`config.mk`:
```
export PLATFORM = sky130hd
export DESIGN_NAME = swllm_div
export DESIGN_NICKNAME = d
export VERILOG_FILES = /design/src/hdl/swllm_pkg.sv /design/src/hdl/swllm_div.sv
export VERILOG_INCLUDE_DIRS = /design/src /design/src/hdl
export SDC_FILE = /design/constraint.sdc
export NUM_CORES = 1
export LEC_CHECK = 0
export BUFFER_PORTS_ARGS = -buffer_cell sky130_fd_sc_hd__buf_2
export CORE_ASPECT_RATIO = 0.8
export CORE_UTILIZATION = 25
export CTS_CLUSTER_DIAMETER = 120
export CTS_CLUSTER_SIZE = 10
export DETAILED_ROUTE_END_ITERATION = 16
export PLACE_DENSITY_LB_ADDON = 0.25
export SYNTH_ARGS = -nofsm -noshare
export SYNTH_HDL_FRONTEND = slang
export SYNTH_SLANG_ARGS = --single-unit
```
`constraint.sdc`:
```
create_clock -name clk -period 4.5 [get_ports clk]
set_clock_uncertainty 0.15 [all_clocks]
set_input_delay 0.45 -clock clk [delete_from_list [all_inputs] [get_ports clk]]
set_output_delay 0.45 -clock clk [all_outputs]
set_load 0.05 [all_outputs]
```
`src/hdl/sliding_window_link_load_meter_unit_macros.svh`:
```
// ----------------------------------------------------------------------------
// assertion macros for the link load meter
// concurrent checks that compile away when SYNTHESIS is defined
// ----------------------------------------------------------------------------
`ifndef SLIDING_WINDOW_LINK_LOAD_METER_UNIT_MACROS_SVH
`define SLIDING_WINDOW_LINK_LOAD_METER_UNIT_MACROS_SVH
`ifndef SYNTHESIS
// property holds at every clock edge outside reset
`define SWLLM_ASSERT(lbl, clk, rst_n, prop, msg) \
	lbl: assert property (@(posedge clk) disable iff (!rst_n) prop) else $error(msg);
// consequent holds in the cycle after the antecedent
`define SWLLM_ASSERT_NEXT(lbl, clk, rst_n, ante, cons, msg) \
	lbl: assert property (@(posedge clk) disable iff (!rst_n) (ante) |=> (cons)) else $error(msg);
`else
`define SWLLM_ASSERT(lbl, clk, rst_n, prop, msg)
`define SWLLM_ASSERT_NEXT(lbl, clk, rst_n, ante, cons, msg)
`endif
`endif

```
`src/hdl/swllm_pkg.sv`:
```
// ----------------------------------------------------------------------------
// swllm_pkg
// shared constants, state types and load unit interface of the load meter
// ----------------------------------------------------------------------------
package swllm_pkg;

	localparam int HISTORY_DEPTH_DEF = 256;
	localparam int TIME_WIDTH_DEF    = 48;

	localparam int NOW_W      = 48;
	localparam int BITS_W     = 20;
	localparam int WIN_W      = 24;
	localparam int BW_W       = 32;
	localparam int SUM_OUT_W  = 28;
	localparam int LOAD_W     = 32;
	localparam int FRAC_W     = 16;
	localparam int MICRO_W    = 20;

	localparam int IN_DATA_W  = 72;
	localparam int OUT_DATA_W = 64;
	localparam int OUT_USER_W = 2;
	localparam int CFG_IDX_W  = 2;
	localparam int CFG_DATA_W = 32;

	localparam int DEN_W      = WIN_W + BW_W;
	localparam int MUL_STEPS  = WIN_W;
	localparam int DIV_STEPS  = LOAD_W;

	localparam logic [WIN_W-1:0]     WINDOW_RESET    = 24'd10000000;
	localparam logic [BW_W-1:0]      BANDWIDTH_RESET = 32'd56000;
	localparam logic [MICRO_W-1:0]   MICROS_PER_S    = 20'd1000000;
	localparam logic [SUM_OUT_W-1:0] SUM_MAX         = '1;
	localparam logic [LOAD_W-1:0]    LOAD_MAX        = '1;

	localparam logic [CFG_IDX_W-1:0] REG_WINDOW_US   = 2'd0;
	localparam logic [CFG_IDX_W-1:0] REG_LINK_BW     = 2'd1;

	// item kind carried in tuser
	typedef enum logic {
		KIND_RECORD = 1'b0,
		KIND_QUERY  = 1'b1
	} item_kind_t;

	typedef enum logic [2:0] {
		ST_IDLE,
		ST_READ,
		ST_CHECK,
		ST_PUSH,
		ST_CALC,
		ST_WAIT,
		ST_OUT
	} meter_state_t;

	typedef enum logic [1:0] {
		DV_IDLE,
		DV_MUL,
		DV_CHECK,
		DV_DIV
	} div_state_t;

	typedef struct packed {
		logic                 start;
		logic [SUM_OUT_W-1:0] sum;
		logic [WIN_W-1:0]     elapsed;
		logic [BW_W-1:0]      bandwidth;
	} load_req_t;

	typedef struct packed {
		logic              done;
		logic [LOAD_W-1:0] load;
	} load_rsp_t;

endpackage

```
`src/hdl/swllm_div.sv`:
```
// ----------------------------------------------------------------------------
// swllm_div
// bit serial load unit: shift-add divisor product, then restoring division
// ----------------------------------------------------------------------------
`include "sliding_window_link_load_meter_unit_macros.svh"

module swllm_div
	import swllm_pkg::*;
(
	input  logic      clk,
	input  logic      arst_n,
	input  load_req_t req,
	output load_rsp_t rsp
);

	localparam int STEP_W = $clog2(DIV_STEPS);
	localparam int PROD_W = SUM_OUT_W + MICRO_W;

	div_state_t st_q, st_nxt;

	logic [DEN_W-1:0]  rem_q;
	logic [LOAD_W-1:0] quo_q;
	logic [DEN_W-1:0]  den_q;
	logic [DEN_W-1:0]  mcand_q;
	logic [WIN_W-1:0]  mplier_q;
	logic [STEP_W-1:0] step_q;
	logic [LOAD_W-1:0] load_q;
	logic              done_q;

	logic [PROD_W-1:0] prod;
	logic [DEN_W:0]    shifted;
	logic [DEN_W:0]    trial;
	logic              ge;
	logic              last_step;

	// control
	logic ld_init;
	logic do_mul;
	logic do_div;
	logic sat;
	logic fin_div;

	// numerator = sum * 1e6 * 2^16; its upper word seeds the remainder
	assign prod      = req.sum * MICROS_PER_S;
	assign shifted   = {rem_q, quo_q[LOAD_W-1]};
	assign trial     = shifted - {1'b0, den_q};
	assign ge        = !trial[DEN_W];
	assign last_step = (step_q == '0);

	always_comb begin
		st_nxt = st_q;
		case (st_q)
			DV_IDLE:  if (req.start) st_nxt = DV_MUL;
			DV_MUL:   if (last_step) st_nxt = DV_CHECK;
			DV_CHECK: st_nxt = (rem_q >= den_q) ? DV_IDLE : DV_DIV;
			DV_DIV:   if (last_step) st_nxt = DV_IDLE;
			default:  st_nxt = DV_IDLE;
		endcase
	end

	always_comb begin
		ld_init = 1'b0;
		do_mul  = 1'b0;
		do_div  = 1'b0;
		sat     = 1'b0;
		fin_div = 1'b0;
		case (st_q)
			DV_IDLE:  ld_init = req.start;
			DV_MUL:   do_mul = 1'b1;
			DV_CHECK: sat = (rem_q >= den_q);
			DV_DIV: begin
				do_div  = 1'b1;
				fin_div = last_step;
			end
			default: ;
		endcase
	end

	always_ff @(posedge clk or negedge arst_n) begin
		if (!arst_n) begin
			st_q   <= DV_IDLE;
			done_q <= 1'b0;
		end else begin
			st_q   <= st_nxt;
			done_q <= sat | fin_div;
		end
	end

	always_ff @(posedge clk) begin
		if (ld_init) begin
			rem_q    <= DEN_W'(prod[PROD_W-1:FRAC_W]);
			quo_q    <= {prod[FRAC_W-1:0], FRAC_W'(0)};
			mcand_q  <= DEN_W'(req.bandwidth);
			mplier_q <= req.elapsed;
			den_q    <= '0;
			step_q   <= STEP_W'(MUL_STEPS - 1);
		end else if (do_mul) begin
			if (mplier_q[0]) begin
				den_q <= den_q + mcand_q;
			end
			mcand_q  <= mcand_q << 1;
			mplier_q <= mplier_q >> 1;
			step_q   <= last_step ? STEP_W'(DIV_STEPS - 1) : step_q - 1'b1;
		end else if (do_div) begin
			rem_q  <= ge ? trial[DEN_W-1:0] : shifted[DEN_W-1:0];
			quo_q  <= {quo_q[LOAD_W-2:0], ge};
			step_q <= step_q - 1'b1;
		end
		if (sat) begin
			load_q <= LOAD_MAX;
		end else if (fin_div) begin
			load_q <= {quo_q[LOAD_W-2:0], ge};
		end
	end

	assign rsp.done = done_q;
	assign rsp.load = load_q;

	`SWLLM_ASSERT(a_start_when_idle, clk, arst_n, req.start |-> (st_q == DV_IDLE), "load unit started while busy")
	`SWLLM_ASSERT(a_rem_below_den, clk, arst_n, (st_q == DV_DIV) |-> (rem_q < den_q), "partial remainder not below divisor")
	`SWLLM_ASSERT_NEXT(a_done_pulse, clk, arst_n, done_q, !done_q, "load unit done held for more than one cycle")

endmodule

```
==> summary.md <==
| Metric | Value |
|---|---|
| Run status | finished, violations left |
| Failing checks | negative setup slack |
| Antenna Nets Post-Route | 0 |
| Arrival time of the worst setup path | 5.41 ns |
| Starting DRT DRC Count | 1268 |
| Total routing resource utilization after global routing | 0.144 |
| Setup crit start kind | input port |
| First-pass GRT wire length | 113000 um |
| Floorplan die height | 279 um |
| Final setup violation count | 27 |
| Number of top-level pins | 120 |
| RSZ-0062 raised after global routing | yes |
| Row count | 101 |
| Multi-input gate area | 16800 um2 |
| Routed wire length | 70100 um |
| Fin util | 0.308 |
| Synth warnings | 0 |
| Synth async-reset ratio | 0.0114 |
| Fraction of layout cells with a size suffix above 1 | 0.152 |
| HP Class | input port to flip-flop |
| Gate count after technology mapping | 2821 |
| Area share of the leading cell type in the synthesized netlist | 0.162 |
| Area growth, synth to finish | 22.0% |
| Number of port buffers | 119 |
| Effective utilization at floorplan | 0.252 |
| Final net count | 3617 |
| Clock buffer count from CTS | 30 |
| Count of final hold-check violations | 0 |
| Synth cell types | 79 |
| DR WL/cell | 16.1 um |
| Clock transition time at the flip-flop clock pins of the worst setup and hold paths | 0.07 ns |
| Core Region | 94800 um2 |
| Leading area contributor after synthesis | ha_1 |
| Overall via count from detail_route | 20709 |
| Post-synth design cell area | 23900 um2 |
| Placement-stage cell area | 27300 um2 |
| Flip-flop and latch count after synthesis | 264 |
| Clk buf depth | 3 |
| Cell area after layout | 29200 um2 |
| Top post-synthesis cells by area | ha_1, dfxtp_1, edfxtp_1 |
| Worst-Margin Slew | 1.10 ns |
| Clk sink count | 264 |
| DRC violation count after routing | 0 |
| Clock latency reported for the late side of the worst-skew pair | 0.60 ns |
| H-tree lvl count | 1 |
| Post-Syn Area per Cell | 8.47 um2 |
| Sequential cell area fraction in the yosys report | 0.263 |
| CTS Root Cell | clkbuf_16 |
| CP required | 4.66 ns |
| Number of global-route vias before repair | 20353 |
| Dominant synthesized flop cell | dfxtp_1 |
| Antenna violations before repair | 1 |
| Time the worst path needs with I/O delays and setup | 5.25 ns |
| Die boundary width | 348 um |
| Maximum frequency from static timing analysis | 190 MHz |
| Setup_tns | -14.82 ns |
| Synthesized netlist net count | 3334 |
| Peak fanout along the critical path | 4 |
| Max-Cap Viols | 0 |
| Die outline area | 96900 um2 |
| Filler Cell Count | 10141 |
| Worst setup slack after layout | -0.749 ns |
| Worst Setup End Kind | flip-flop |
| Diodes inserted | 0 |
| Largest net degree at the start of global routing | 127 |
| Number of enable-type register cells in the synthesized netlist | 98 |
| DR pass1 iterations | 5 |
| Normalized max-slew margin | 0.267 |
| Overflow after GRT | 0 |
| Routability Congestion | 0.877 |
| HPWL after DPL | 54500 um |
| CTS tree | yes |
| Average via count per standard cell | 4.76 |
| Tcrit/Tclk final | 1.17 |
| Count of pins over their slew limit | 0 |
| Critical path start-end classification | input port to flip-flop |
| Area taken by flip-flops and latches | 6280 um2 |
[cell families (layout without fill, tap and decap cells)]
group,Yosys count,count (layout),share of synthesized area
simple gates,805,805,0.152
mux,7,7,0.00298
xor+xnor,123,123,0.0454
flops,264,264,0.263
buf+inv,373,671,0.0603
fa+ha+maj,426,426,0.260
compound gates,823,823,0.217
[registers in the layout, indices dropped and copies added, names as in the netlist]
signal	count
den_q	56
mcand_q	56
rem_q	56
load_q	32
quo_q	32
mplier_q	24
step_q	5
st_q	2
done_q	1
[what timing repair did]
action                                  in CTS  in global routing
gates resized for setup                     49                 61
gates cloned                                 0                  0
hold buffers                                47                  1
buffers inserted                             7                  4
hold endpoints to repair                    47                  1
pin swaps                                   62                 45
endpoints found under the setup margin      28                 28
[final cells by class]
| type | count | share of cell area |
|---|---|---|
| Clock buffer | 45 | 0.0284 |
| Clock inverter | 2 | 0.000343 |
| Inverter | 259 | 0.0341 |
| Multi-Input combinational cell | 2184 | 0.575 |
| Sequential cell | 264 | 0.215 |
| Tap cell | 1236 | 0.0530 |
| Timing Repair Buffer | 365 | 0.0934 |
[metal layers]
layer,track usage,up-vias,share of wire
met5,0,-,0
met3,0.0277,52,0.047
met1,0.212,9845,0.51
met2,0.220,295,0.43
met4,0.0192,0,0.012
li1,-,10517,-
[stage by stage]
step           setup WS (ns)  hold slack, ns  cells
5_1_grt               -0.906         0.00572   4355
2_1_floorplan          -1.04         0.00441   2821
3_5_place_dp           -1.46           0.127   4250
4_1_cts               -0.683         0.00337   4351
6_report              -0.749          0.0154   4355
3_3_place_gp           -1.41           0.126   4250
[synth_stat cells (all sizes together) (6+ instances only)]
cell and count:
o21bai 22, mux2i 6, fa 117, o21ai 178
xnor2 74, edfxtp 98, dfxtp 163, clkbuf 93
o31ai 14, nand3 46, a21o 94, o211a 6
and3 23, nor4 6, nand4 38, and4 6
or2 7, a211o 7, nor2b 23, inv 259
a22o 8, and2 15, a2111oi 7, nand2b 28
xor2 49, buf 21, a32oi 14, a22oi 6
a21boi 13, or3 13, o211ai 21, o21a 22
nor3 40, o22a 31, nor2 92, nand2 450
a211oi 38, a21oi 284, ha 309, nand3b 6
a31oi 16
[final timing paths]
check | slack (ns) | from | endpoint | depth (start not counted)
max | -0.75 | req[61] | rem_q[29]$_DFFE_PP_ | 24
max reg2reg | 0.37 | quo_q[31]$_DFFE_PP_ | rem_q[31]$_DFFE_PP_ | 13
min | 0.02 | req[29] | mcand_q[29]$_DFFE_PP_ | 3
min reg2reg | 0.31 | quo_q[0]$_SDFFE_PP0P_ | quo_q[0]$_SDFFE_PP0P_ | 2
max in group asynchronous | 2.90 | arst_n | st_q[1]$_DFFE_PN0P_ | 4
min in group asynchronous | 0.56 | arst_n | done_q$_DFF_PN0_ | 3
[layout by cell type (no fill, tap or decap), types with 13 or more instances in the layout]
master	n
nor2b_1	21
dfxtp_1	163
xor2_1	46
a21o_1	94
ha_1	295
dlygate4sd3_1	48
a31oi_1	13
ha_4	13
buf_4	178
o21ai_1	14
o21bai_1	22
inv_1	230
or3_1	13
o22a_1	31
edfxtp_1	98
nand2b_1	26
and2_1	13
o211ai_1	21
o31ai_1	14
inv_2	23
o21ai_0	158
clkbuf_1	14
xnor2_1	69
buf_6	21
nand2_1	446
nand3_1	44
nor3_1	39
clkbuf_16	31
o21a_1	22
buf_2	112
nor2_1	89
and3_1	22
a211oi_1	36
a32oi_1	14
nand4_1	38
a21oi_1	269
fa_1	112
[critical path: stages]
cell        delay (ns)
buf_8             0.08
clkinvlp_4        0.12
buf_6             0.14
fa_1              0.42
inv_1             0.08
fa_2              0.44
fa_2              0.55
fa_2              0.45
ha_4              0.28
inv_2             0.03
fa_1              0.48
inv_2             0.05
ha_4              0.20
a21o_1            0.17
a21o_1            0.17
a21o_1            0.16
a211o_1           0.23
a21o_1            0.25
a21oi_4           0.18
buf_6             0.15
o21ai_2           0.05
xor2_1            0.14
nand2_1           0.06
o21ai_1           0.07
Power is not shown: default switching activity piles up to over one toggle a cycle in this logic, so the estimate is an artifact.
