$ cat config.mk
export PLATFORM = sky130hd
export DESIGN_NAME = swllm_ram
export DESIGN_NICKNAME = d
export VERILOG_FILES = /design/src/hdl/sliding_window_link_load_meter_unit_macros.svh /design/src/hdl/swllm_ram.sv
export SDC_FILE = /design/constraint.sdc
export NUM_CORES = 1
export LEC_CHECK = 0
export ABC_AREA = 1
export BUFFER_PORTS_ARGS = -buffer_cell sky130_fd_sc_hd__buf_2
export CAP_MARGIN = 20
export CELL_PAD_IN_SITES_DETAIL_PLACEMENT = 0
export CELL_PAD_IN_SITES_GLOBAL_PLACEMENT = 1
export CORE_MARGIN = 3
export CORE_UTILIZATION = 45
export CTS_BUF_LIST = sky130_fd_sc_hd__clkbuf_4
export CTS_CLUSTER_SIZE = 14
export DETAILED_ROUTE_END_ITERATION = 12
export GPL_TIMING_DRIVEN = 1
export PLACE_DENSITY_LB_ADDON = 0.08
export SETUP_SLACK_MARGIN = 0.15
export SYNTH_ARGS = -nofsm -noshare
export SYNTH_HDL_FRONTEND = slang
export SYNTH_SLANG_ARGS = --single-unit
$ cat constraint.sdc
create_clock -name clk -period 1.7 [get_ports clk]
set_input_delay 0.085 -clock clk [delete_from_list [all_inputs] [get_ports clk]]
set_output_delay 0.085 -clock clk [all_outputs]
set_load 0.05 [all_outputs]
$ cat src/hdl/sliding_window_link_load_meter_unit_macros.svh
// ----------------------------------------------------------------------------
// assertion macros for the link load meter
// concurrent checks that compile away when SYNTHESIS is defined
// ----------------------------------------------------------------------------
`ifndef SLIDING_WINDOW_LINK_LOAD_METER_UNIT_MACROS_SVH
`define SLIDING_WINDOW_LINK_LOAD_METER_UNIT_MACROS_SVH
`ifndef SYNTHESIS
// property holds at every clock edge outside reset
`define SWLLM_ASSERT(lbl, clk, rst_n, prop, msg) \
	lbl: assert property (@(posedge clk) disable iff (!rst_n) prop) else $error(msg);
// consequent holds in the cycle after the antecedent
`define SWLLM_ASSERT_NEXT(lbl, clk, rst_n, ante, cons, msg) \
	lbl: assert property (@(posedge clk) disable iff (!rst_n) (ante) |=> (cons)) else $error(msg);
`else
`define SWLLM_ASSERT(lbl, clk, rst_n, prop, msg)
`define SWLLM_ASSERT_NEXT(lbl, clk, rst_n, ante, cons, msg)
`endif
`endif

$ cat src/hdl/swllm_ram.sv
// ----------------------------------------------------------------------------
// swllm_ram
// generic single write port ram with one registered read port
// ----------------------------------------------------------------------------
module swllm_ram #(
	parameter int WIDTH = 8,
	parameter int DEPTH = 16
) (
	input  logic                     clk,
	input  logic                     we,
	input  logic [$clog2(DEPTH)-1:0] waddr,
	input  logic [WIDTH-1:0]         wdata,
	input  logic                     re,
	input  logic [$clog2(DEPTH)-1:0] raddr,
	output logic [WIDTH-1:0]         rdata
);

	logic [WIDTH-1:0] mem_q [DEPTH];

	always_ff @(posedge clk) begin
		if (we) begin
			mem_q[waddr] <= wdata;
		end
		if (re) begin
			rdata <= mem_q[raddr];
		end
	end

endmodule

==> impl_metrics.py, run 1 <==
metrics = {
    "outcome": {
        "status": "complete, no violations",
    },
    "power_and_ir_drop": {
        "power_density_nw_per_um2": 939,
        "p_leak_nw": 2.84,
        "p_total_mw": 6.16,
        "peakVddDrop_v": 0.000456,
    },
    "sta": {
        "drv_slew": 0,
        "post-route-min-period_ns": 1.27,
        "fin_crit_sh": 0.750,
        "rsz0062_at_grt": "no",
        "fmax_mhz": 784,
        "finalSetupTns_ns": 0,
        "slew_headroom": 0.590,
        "hold_viol": 0,
        "finClkSkew_ns": 0.0140,
        "setup_viol": 0,
        "hold_ws_ns": 0.0911,
        "tightestPinTransition_ns": 0.614,
    },
    "die": {
        "fp-row-count": 41,
        "start_util": 0.461,
        "die_w_um": 120,
        "core_area_um2": 12700,
        "die_area_um2": 14400,
        "fp.dieH_um": 120,
        "ios": 27,
    },
    "synth": {
        "yosysUniqueCellTypes": 11,
        "synth.top_cell.area_share": 0.698,
        "synthTopCellsByArea": "edfxtp_1, nand2_1, nand3_1",
        "syn_nets": 570,
        "synth-seq-area-share": 0.698,
        "synth_area_leader_cell": "edfxtp_1",
        "syn_area_um2": 5850,
        "synth_warnings": 0,
        "synth_cells": 551,
        "ys_seq_elements": 136,
        "syn_avg_cell_area_um2": 10.6,
    },
    "global_route": {
        "grt_max_degree": 65,
        "grt_pass1_wl_um": 21300,
        "grt-ovfl-total": 0,
        "grt_pass1_vias": 3570,
        "antenna_found_initial": 0,
        "grt_usage": 0.205,
    },
    "drt": {
        "drtIter0Drc": 280,
        "wl_um": 13900,
        "drc": 0,
        "avgViaCountPerCell": 4.78,
        "first_pass_iters": 4,
        "avgRoutedWirePerCell_um": 17.6,
        "ant_nets": 0,
        "num_vias": 3774,
    },
    "worst_setup_path": {
        "crit_path_max_fanout": 1,
        "r2r_slack_ns": 0.53,
        "crit_chain": "buf_2",
        "worst-endpoint-arrival_ns": 1.19,
        "setup.worst_path.start_class": "flip-flop",
        "critPathKind": "reg2out",
        "slowest_stage": "edfxtp_1",
        "max_stage_delay_ns": 0.37,
        "worstReg2RegEnd": "rdata[7]",
        "cp-end-kind": "primary output",
        "cp_top_family": "flip-flops",
        "rr_startpoint": "mem_q[15][7]",
        "reg2reg_depth": 6,
        "crit_buf_inv": 1,
        "cp.required_ns": 1.62,
    },
    "final_layout": {
        "final_nets": 625,
        "syn_to_final_growth_pct": 12.2,
        "final_cell_area_um2": 6560,
        "final_cell_mix": "nand2_1, edfxtp_1, inv_1, nand3_1, buf_2",
        "diodes": 0,
        "layout-drive-gt1-share": 0.126,
        "mostFrequentLayoutCell": "nand2_1",
    },
    "placement": {
        "gp_congestion": 0.784,
        "io_buffers": 26,
        "place_area_um2": 6230,
        "dpl.hpwl_um": 8630,
    },
    "clock_network": {
        "cts_buffers": 17,
        "clk_latency_ns": 0.53,
        "htree_levels": 4,
        "cts_resized": 0,
        "cts_buffer_depth": 2,
        "cts_root_buf": "clkbuf_4",
        "cts_tree": "done",
        "cts.sinks": 136,
        "clk_pin_slew_ns": 0.11,
    },
    "worst_hold_path": {
        "holdCritStartpoint": "we",
        "hold_path.class": "in2reg",
        "hold_end": "mem_q[2][7]",
        "whs_path_depth": 3,
    },
    "run": {
        "drv_cap": 0,
    },
}
## registers in the layout (all words and copies together), names as in the netlist
| register | count |
|---|---|
| mem_q | 128 |
| rdata | 8 |
## metrics by stage
step	utilization	std cells	setup WS, ns
6_report	0.518	789	0.425
3_3_place_gp	0.492	749	0.287
5_1_grt	0.518	789	0.346
4_1_cts	0.518	789	0.373
3_5_place_dp	0.492	749	0.275
2_1_floorplan	-	551	0.664
## logic make-up after synthesis
group | after synthesis | synth area share
buffers and inverters | 126 | 0.0939
and+or+nand+nor | 289 | 0.208
DFF | 136 | 0.698
## layout make-up
cell class	instances	area, um2
sequential	136	4080
clock inverter	7	55.1
clock buffer	23	173
multi-input combinational	289	1210
tap	172	215
inverter	102	383
fill	1175	6110
timing repair buffer	60	435
## layer usage
layer | vias to the layer above | GRT usage | wire length, um
met4 | 0 | 0.0780 | 266
met2 | 103 | 0.293 | 6070
met1 | 1763 | 0.309 | 6890
met5 | - | 0 | 0
li1 | 1890 | - | -
met3 | 18 | 0.0405 | 644
## power breakdown
part,internal (mW),switching (mW),total (mW)
Combinational,0.153,0.390,0.543
Clock,0.784,1.04,1.83
Sequential,3.77,0.0192,3.79
## synthesized netlist by cell type
cell      number
buf_1          1
nand3_1       97
nor2_1        17
buf_4          4
buf_2         13
buf_6          6
nand2_1      173
inv_2          2
inv_1        100
nand3b_1       2
edfxtp_1     136
## worst max path at each step
stage | cells past startpoint | slack [ns] | endpoint | from
floorplan | 2 | 0.66 | mem_q[10][0] | waddr[2]
global placement | 8 | 0.29 | rdata[5] | raddr[0]
detailed placement | 8 | 0.28 | rdata[3] | raddr[0]
CTS | 1 | 0.37 | rdata[5] | rdata[5]
global route | 1 | 0.35 | rdata[0] | rdata[0]
finish | 1 | 0.43 | rdata[0] | rdata[0]
## repair_timing
| action | 4_1_cts | 5_1_grt |
|---|---|---|
| hold buffers | 10 | 0 |
| hold endpoints to repair | 131 | 0 |
| setup buffers | 0 | 0 |
No activity file was read; power rests on OpenSTA's default activity.
==> run 2: changes to the inputs <==
--- a/config.mk
+++ b/config.mk
@@ -5,7 +5,7 @@
 export SDC_FILE = /design/constraint.sdc
 export NUM_CORES = 1
 export LEC_CHECK = 0
-export ABC_AREA = 1
+export ABC_AREA = 0
 export BUFFER_PORTS_ARGS = -buffer_cell sky130_fd_sc_hd__buf_2
 export CAP_MARGIN = 20
 export CELL_PAD_IN_SITES_DETAIL_PLACEMENT = 0
==> constraint.sdc (replaced) <==
create_clock -name clk -period 1.3 [get_ports clk]
set_input_delay 0.065 -clock clk [delete_from_list [all_inputs] [get_ports clk]]
set_output_delay 0.065 -clock clk [all_outputs]
set_load 0.05 [all_outputs]
==> impl_metrics.py, run 2 <==
metrics = {
    "synth": {
        "synthTopCellsByArea": "edfxtp_1, mux4_2, mux4_1",
        "synth_enable_flop_cells": 136,
        "syn_area_um2": 5230,
        "synth_cells": 229,
        "yosysUniqueCellTypes": 18,
        "ys_seq_elements": 136,
        "synth.top_cell.area_share": 0.781,
        "synth_most_common_cell": "edfxtp_1",
        "yosys-top-cells-count": "edfxtp_1, mux4_2, a22oi_1",
        "synthArstFlopShare": 0,
        "syn_avg_cell_area_um2": 22.8,
        "synth_area_leader_cell": "edfxtp_1",
        "synthFlopType": "edfxtp_1",
        "synth_warnings": 0,
        "synth-seq-area-share": 0.781,
        "syn_nets": 248,
    },
    "clock_network": {
        "cts_buffer_depth": 2,
        "cts.sinks": 136,
        "cts_buffers": 17,
        "cts_tree": "done",
        "clk_pin_slew_ns": 0.11,
        "clk_latency_ns": 0.51,
        "htree_levels": 4,
        "postCtsSetupBuffers": 0,
        "cts_root_buf": "clkbuf_4",
    },
    "sta": {
        "hold_ws_ns": 0.113,
        "tightestPinTransition_ns": 0.945,
        "finalSetupTns_ns": -0.578,
        "setup_viol": 8,
        "slew_headroom": 0.367,
        "drv_slew": 0,
        "worst_slack_ns": -0.0919,
        "rsz0062_at_grt": "yes",
        "fmax_mhz": 718,
        "fin_crit_sh": 1.07,
        "hold_viol": 0,
        "post-route-min-period_ns": 1.39,
        "finClkSkew_ns": 0.0108,
    },
    "drt": {
        "avgViaCountPerCell": 5.38,
        "num_vias": 2476,
        "first_pass_iters": 4,
        "drtIter0Drc": 157,
        "ant_nets": 0,
        "avgRoutedWirePerCell_um": 21.8,
        "drc": 0,
        "wl_um": 10000,
    },
    "global_route": {
        "grt-ovfl-total": 0,
        "grt_pass1_vias": 2601,
        "grt_usage": 0.172,
        "antenna_found_initial": 0,
        "grt_pass1_wl_um": 15500,
        "grt_max_degree": 17,
    },
    "final_layout": {
        "syn_to_final_growth_pct": 19.5,
        "diodes": 0,
        "largest_reg_flops": 128,
        "mostFrequentLayoutCell": "edfxtp_1",
        "final_nets": 326,
        "regArea_um2": 4080,
        "top_register": "mem_q",
        "fill_cells": 847,
        "layout-drive-gt1-share": 0.434,
        "multiInputGateArea_um2": 1090,
        "final_cell_mix": "edfxtp_1, mux4_2, buf_4, clkbuf_4, buf_2",
        "reg_top3": "mem_q x128, rdata x8",
    },
    "die": {
        "fp-row-count": 38,
        "ios": 27,
        "die_w_um": 114,
        "start_util": 0.472,
        "fp.dieH_um": 114,
        "die_area_um2": 12900,
        "core_area_um2": 11100,
    },
    "power_and_ir_drop": {
        "power_density_nw_per_um2": 1290,
        "peakVddDrop_v": 0.000731,
        "p_leak_nw": 2.07,
    },
    "worst_hold_path": {
        "holdCritStartpoint": "waddr[1]",
        "whs_path_depth": 3,
        "hold_end": "mem_q[0][4]",
        "hold_path.class": "in2reg",
    },
    "placement": {
        "gp_congestion": 0.712,
        "dpl.hpwl_um": 6780,
        "io_buffers": 26,
    },
    "worst_setup_path": {
        "critPathKind": "reg2reg",
        "rr_startpoint": "mem_q[15][6]",
        "setup.worst_path.start_class": "flip-flop",
        "crit_path_max_fanout": 1,
        "worst-endpoint-arrival_ns": 1.65,
        "r2r_slack_ns": -0.09,
        "cp-end-kind": "flip-flop",
        "max_stage_delay_ns": 0.51,
        "slowest_stage": "mux4_2",
        "cp.required_ns": 1.56,
        "crit_chain": "mux4_2 -> a22oi_2 -> nand2_1",
        "reg2reg_depth": 3,
        "worstReg2RegEnd": "rdata[6]",
    },
    "outcome": {
        "status": "finished, violations left",
        "failed_checks": "negative setup slack",
    },
    "run": {
        "drv_cap": 0,
    },
}
-- run 2: cell count changes after synthesis, sizes merged, moves of 16 or more --
| cell | before | now |
|---|---|---|
| nand3 | 97 | 1 |
| a22oi | 0 | 16 |
| buf | 24 | 7 |
| mux4 | 0 | 32 |
| inv | 102 | 0 |
| nand2 | 173 | 9 |
-- run 2: how the worst max path moves through the flow --
stage	startpoint	slack, ns	endpoint	cells after the start
after floorplan	raddr[0]	0.03	rdata[1]	5
after global placement	raddr[0]	-0.35	rdata[7]	6
after detailed placement	raddr[0]	-0.36	rdata[2]	6
after CTS	mem_q[15][6]	-0.12	rdata[6]	3
after global routing	mem_q[15][6]	-0.17	rdata[6]	3
final	mem_q[15][6]	-0.09	rdata[6]	3
-- run 2: cell type report --
type | count | share of cell area
multi-input combinational | 83 | 0.174
clock buffer | 19 | 0.0228
tap | 140 | 0.0281
timing repair buffer | 69 | 0.104
sequential | 136 | 0.654
clock inverter | 13 | 0.0170
-- run 2: logic make-up after synthesis --
kind of cell / share of synthesized area
buffers and inverters: 0.0165
AO/OA/AOI/OAI: 0.0230
multiplexers: 0.148
flip-flops: 0.781
AND/OR/NAND/NOR: 0.0314
-- run 2: through the flow --
| stage | cells | instance area, um2 | util | total power, mW | setup slack, ns |
|---|---|---|---|---|---|
| 3_5_place_dp | 419 | 5810 | 0.525 | 5.67 | -0.358 |
| 2_1_floorplan | 229 | 5250 | - | 5.40 | 0.0325 |
| 6_report | 460 | 6240 | 0.564 | 8.03 | -0.0919 |
| 5_1_grt | 460 | 6240 | 0.564 | 8.37 | -0.167 |
| 4_1_cts | 460 | 6240 | 0.563 | 8.13 | -0.120 |
| 3_3_place_gp | 419 | 5810 | 0.525 | 5.67 | -0.354 |
-- run 2: critical path, delay by kind of cell (launching register included) --
| kind | cells | cell delay [ns] |
|---|---|---|
| simple gates | 1 | 0.07 |
| flops | 1 | 0.38 |
| mux | 1 | 0.51 |
| compound gates | 1 | 0.18 |
-- run 2: power breakdown --
group | switching [mW] | total, mW | internal, mW | leakage [nW]
combinational | 0.361 | 0.665 | 0.304 | 0.697
sequential | 0.0313 | 4.96 | 4.93 | 1.24
clock | 1.43 | 2.40 | 0.974 | 0.134
-- run 2: metal layers --
metal | GRT usage | part of all wire | vias to the layer above
met1 | 0.234 | 0.46 | 1276
li1 | - | - | 1124
met5 | 0 | 0 | -
met4 | 0.0618 | 0.016 | 0
met3 | 0.0499 | 0.049 | 12
met2 | 0.267 | 0.48 | 64
-- run 2: what timing repair did --
action | in CTS | in global routing
gates cloned | 0 | 0
endpoints found under the setup margin | 16 | 16
resized for setup | 24 | 1
hold buffers | 9 | 0
hold endpoints to repair | 136 | 0
pin swaps | 3 | 1
